$ cat src/hdl/rsi_umul.sv
// Two-stage unsigned multiplier split into four half-width partial products.
module rsi_umul #(
    parameter int XW = 32,
    parameter int YW = 32
) (
    input  logic             i_clk,
    input  logic [XW-1:0]    i_x,
    input  logic [YW-1:0]    i_y,
    output logic [XW+YW-1:0] o_p
);

    localparam int XL = (XW + 1) / 2;
    localparam int XH = XW - XL;
    localparam int YL = (YW + 1) / 2;
    localparam int YH = YW - YL;
    localparam int PW = XW + YW;

    logic [XL+YL-1:0] r_ll;
    logic [XL+YH-1:0] r_lh;
    logic [XH+YL-1:0] r_hl;
    logic [XH+YH-1:0] r_hh;
    logic [PW-1:0]    r_p;

    always_ff @(posedge i_clk) begin
        r_ll <= (XL+YL)'(i_x[XL-1:0]) * (XL+YL)'(i_y[YL-1:0]);
        r_lh <= (XL+YH)'(i_x[XL-1:0]) * (XL+YH)'(i_y[YW-1:YL]);
        r_hl <= (XH+YL)'(i_x[XW-1:XL]) * (XH+YL)'(i_y[YL-1:0]);
        r_hh <= (XH+YH)'(i_x[XW-1:XL]) * (XH+YH)'(i_y[YW-1:YL]);
        r_p  <= PW'(r_ll) + (PW'(r_lh) << YL) + (PW'(r_hl) << XL)
              + (PW'(r_hh) << (XL + YL));
    end

    assign o_p = r_p;

endmodule

$ cat config.mk
export PLATFORM = sky130hd
export DESIGN_NAME = rsi_umul
export DESIGN_NICKNAME = d
export VERILOG_FILES = /design/src/hdl/rsi_umul.sv
export SDC_FILE = /design/constraint.sdc
export NUM_CORES = 2
export LEC_CHECK = 0
export BUFFER_PORTS_ARGS = -buffer_cell sky130_fd_sc_hd__buf_2
export CAP_MARGIN = 20
export CORE_MARGIN = 2
export CORE_UTILIZATION = 35
export DETAILED_ROUTE_END_ITERATION = 10
export PLACE_DENSITY = 0.48
export SLEW_MARGIN = 25
export SYNTH_ARGS = -nofsm -noshare
export SYNTH_HDL_FRONTEND = slang
export SYNTH_SLANG_ARGS = --single-unit
$ cat constraint.sdc
create_clock -name i_clk -period 15.3 [get_ports i_clk]
set_clock_uncertainty 0.2 [all_clocks]
set_input_delay 2.295 -clock i_clk [delete_from_list [all_inputs] [get_ports i_clk]]
set_output_delay 2.295 -clock i_clk [all_outputs]
set_load 0.005 [all_outputs]
==> results_dict.tcl <==
set metrics [dict create \
    via_per_inst 4.89 \
    grt_util_all_layers_pct 20.8 \
    synth_flop_cell "dfxtp_1" \
    maxSlewHeadroom_pct 34.5 \
    cts-hold-fix-buffers 0 \
    ys_seq_area_share_pct 9.51 \
    drv_cap 0 \
    die_h_um 344 \
    synthDistinctLibCells 67 \
    hold_path_class "reg2reg" \
    clock-root-buffer "clkbuf_16" \
    cts-resized-gates 0 \
    drive_gt1_share_pct 4.69 \
    antenna_left 0 \
    routedWlPerCell_um 19.4 \
    grt-ovfl-total 0 \
    finalSetupViolations 0 \
    areaGrowthSynthToFinish_pct 6.58 \
    critical_path_required_ns 15.54 \
    fin_cells 5989 \
    fmax_ghz 0.116 \
    cts_tree "built" \
    min_path_cells 0 \
    finalHoldViolCount 0 \
    synth_fp_nets 5801 \
    nNetsFinal 5783 \
    report.final.slew_viol_count 0 \
    fin_setup_tns_ns 0 \
    finalWirelength_mm 116 \
    crit_chain "buf_2 -> nand2_1 -> fa_1 -> fa_1 -> fa_1 -> inv_1 -> fa_1 -> fa_1 -> inv_1 -> fa_1 -> inv_1 -> ha_1 -> nand3_1 -> nor3_1 -> o311ai_0 -> a31oi_1 -> o21ai_0 -> nor2b_1 -> o31ai_1 -> xor2_1" \
    drcViolationCount 0 \
    yosysWarnings 0 \
    grt_max_degree 33 \
    clkSinkCount 192 \
    netlist_instances 4479 \
    cts.clk_slew.worst_paths_ns 0.09 \
    ioPinCount 129 \
    layout_common_cells "inv_1 (949), fa_1 (809), nand2_1 (627)" \
    die_w_um 344 \
    fin_crit_ns 8.64 \
    crit_arrival_ns 8.88 \
    cts_buffer_depth 2 \
    nFillCells 11863 \
    vias 29314 \
    synth.avg_cell_area_um2 9.03 \
    r2r_cells 12 \
    syn_area_mm2 0.0404 \
    cts_setup_buffers 0 \
    cp_slowest_cell "buf_2" \
    start_util_pct 35.3 \
    rsz0062_at_grt "false" \
    fp-row-count 124 \
    grt_antenna_before_repair 9 \
    cp-end-kind "register" \
    ys_ff_latch 192 \
    drtPass1Iterations 5 \
    grt_pass1_wl_mm 187 \
    critPathMostFrequentCell "fa_1" \
    numCtsBuffers 17 \
    layout_commonest_cell "inv_1" \
    worst_pin_slew_ns 0.982 \
    fp.coreArea_mm2 0.115 \
    ys_async_sr_fraction_pct 0 \
    cpPeakStageDelay_ns 0.69 \
    worstSetupStartpointType "input port" \
    die_area_mm2 0.118 \
    dp_hpwl_mm 87.0 \
    grt_pass1_vias 32256 \
    port_buffers 128 \
    post-route-period-util_pct 56.4 \
    critPathKind "in2reg" \
    h-tree-depth 4 \
    gp_congestion 0.830 \
    drt_iter0_drc 1543 \
    status "finished clean" \
    dp_cells 5954 \
    path_max_fanout 32 \
    clk_latency_ns 0.55 \
    synth_edf_count 0 \
]
-- synth_stat cells, types with 4 or more instances --
master     count  area, um^2
a211o_1        4        35.0
a211oi_1      19         143
a21boi_0       6        45.0
a21o_1        64         480
a21oi_1      129         646
a311oi_1       4        35.0
a31oi_1        9        56.3
and2_1       481        3010
and3_1        11        68.8
clkbuf_1     196         736
dfxtp_1      192        3840
fa_1         809       16200
ha_1         448        5610
inv_1        949        3560
nand2_1      627        2350
nand2b_1      19         119
nand3_1       32         160
nand4_1       12        75.1
nor2_1        78         293
nor2b_1        8        50.1
nor3_1        25         125
nor3b_1        8        60.1
o2111ai_1      4        35.0
o211ai_1      10        75.1
o21a_1        21         158
o21ai_0       60         300
o21bai_1      17         128
o221ai_1       4        35.0
o31ai_1       11        82.6
or2_2          4        25.0
or3_1          8        50.1
xnor2_1       93         815
xor2_1        58         508
-- sequential cells by signal, indices dropped and copies added (netlist names) --
signal and cells:
r_hh 32, r_ll 32, r_hl 32, r_lh 32, o_p 64
-- per-stage QoR --
stage                     worst slack [ns]  cell area, um^2  util [%]  hold slack [ns]
after CTS                             6.81            43100      37.6            0.129
after global placement                6.24            42500      37.1            0.110
after global routing                  6.38            43100      37.6            0.129
after detailed placement              6.25            42500      37.1            0.112
final                                 6.66            43100      37.6            0.127
after floorplan                       7.20            40400         -            0.110
-- critical path: cells and delay by family --
family                   cells  cell delay (ns)
AO/OA/AOI/OAI                4             1.14
XOR/XNOR                     1             0.19
buffers and inverters        4             0.85
adder cells (fa/ha/maj)      7             3.50
AND/OR/NAND/NOR              4             0.83
-- cell type report --
class                      instances  area, um^2  share of cell area [%]
clock inverter                    15         186                   0.433
inverter                         949        3560                    8.27
clock buffer                      17         425                   0.987
timing repair buffer             163         903                    2.10
sequential                       192        3840                    8.92
multi-input combinational       3138       32300                    74.9
tap                             1512        1890                    4.39
antenna                            3        7.51                  0.0174
-- layer usage --
| metal | vias to the layer above | share of wire, % | GRT usage, % |
|---|---|---|---|
| li1 | 13449 | - | - |
| met1 | 15210 | 45 | 27.2 |
| met2 | 551 | 49 | 36.7 |
| met3 | 98 | 3.8 | 2.32 |
| met4 | 6 | 2.2 | 4.96 |
| met5 | - | 0.029 | 0 |
-- cells by family after synthesis --
| group | Yosys count | share of synthesized area [%] |
|---|---|---|
| compound gates | 402 | 6.52 |
| simple gates | 1327 | 16.1 |
| buf+inv | 1149 | 10.7 |
| fa+ha+maj | 1257 | 53.9 |
| mux | 1 | 0.0248 |
| xor+xnor | 151 | 3.27 |
| flops | 192 | 9.51 |
-- path summary, 6_finish.rpt --
| path | from | endpoint | slack (ns) |
|---|---|---|---|
| worst max-delay path | i_y[17] | r_hh[26]$_DFF_P_ | 6.66 |
| worst max register to register | r_ll[17]$_DFF_P_ | o_p[63]$_DFF_P_ | 11.23 |
| worst min-delay path | r_ll[14]$_DFF_P_ | o_p[14]$_DFF_P_ | 0.13 |
| worst min register to register | r_ll[14]$_DFF_P_ | o_p[14]$_DFF_P_ | 0.13 |
Power is left out: the tool's default activity adds up to more than one toggle a clock period on the data nets, which glitch-free logic cannot reach.
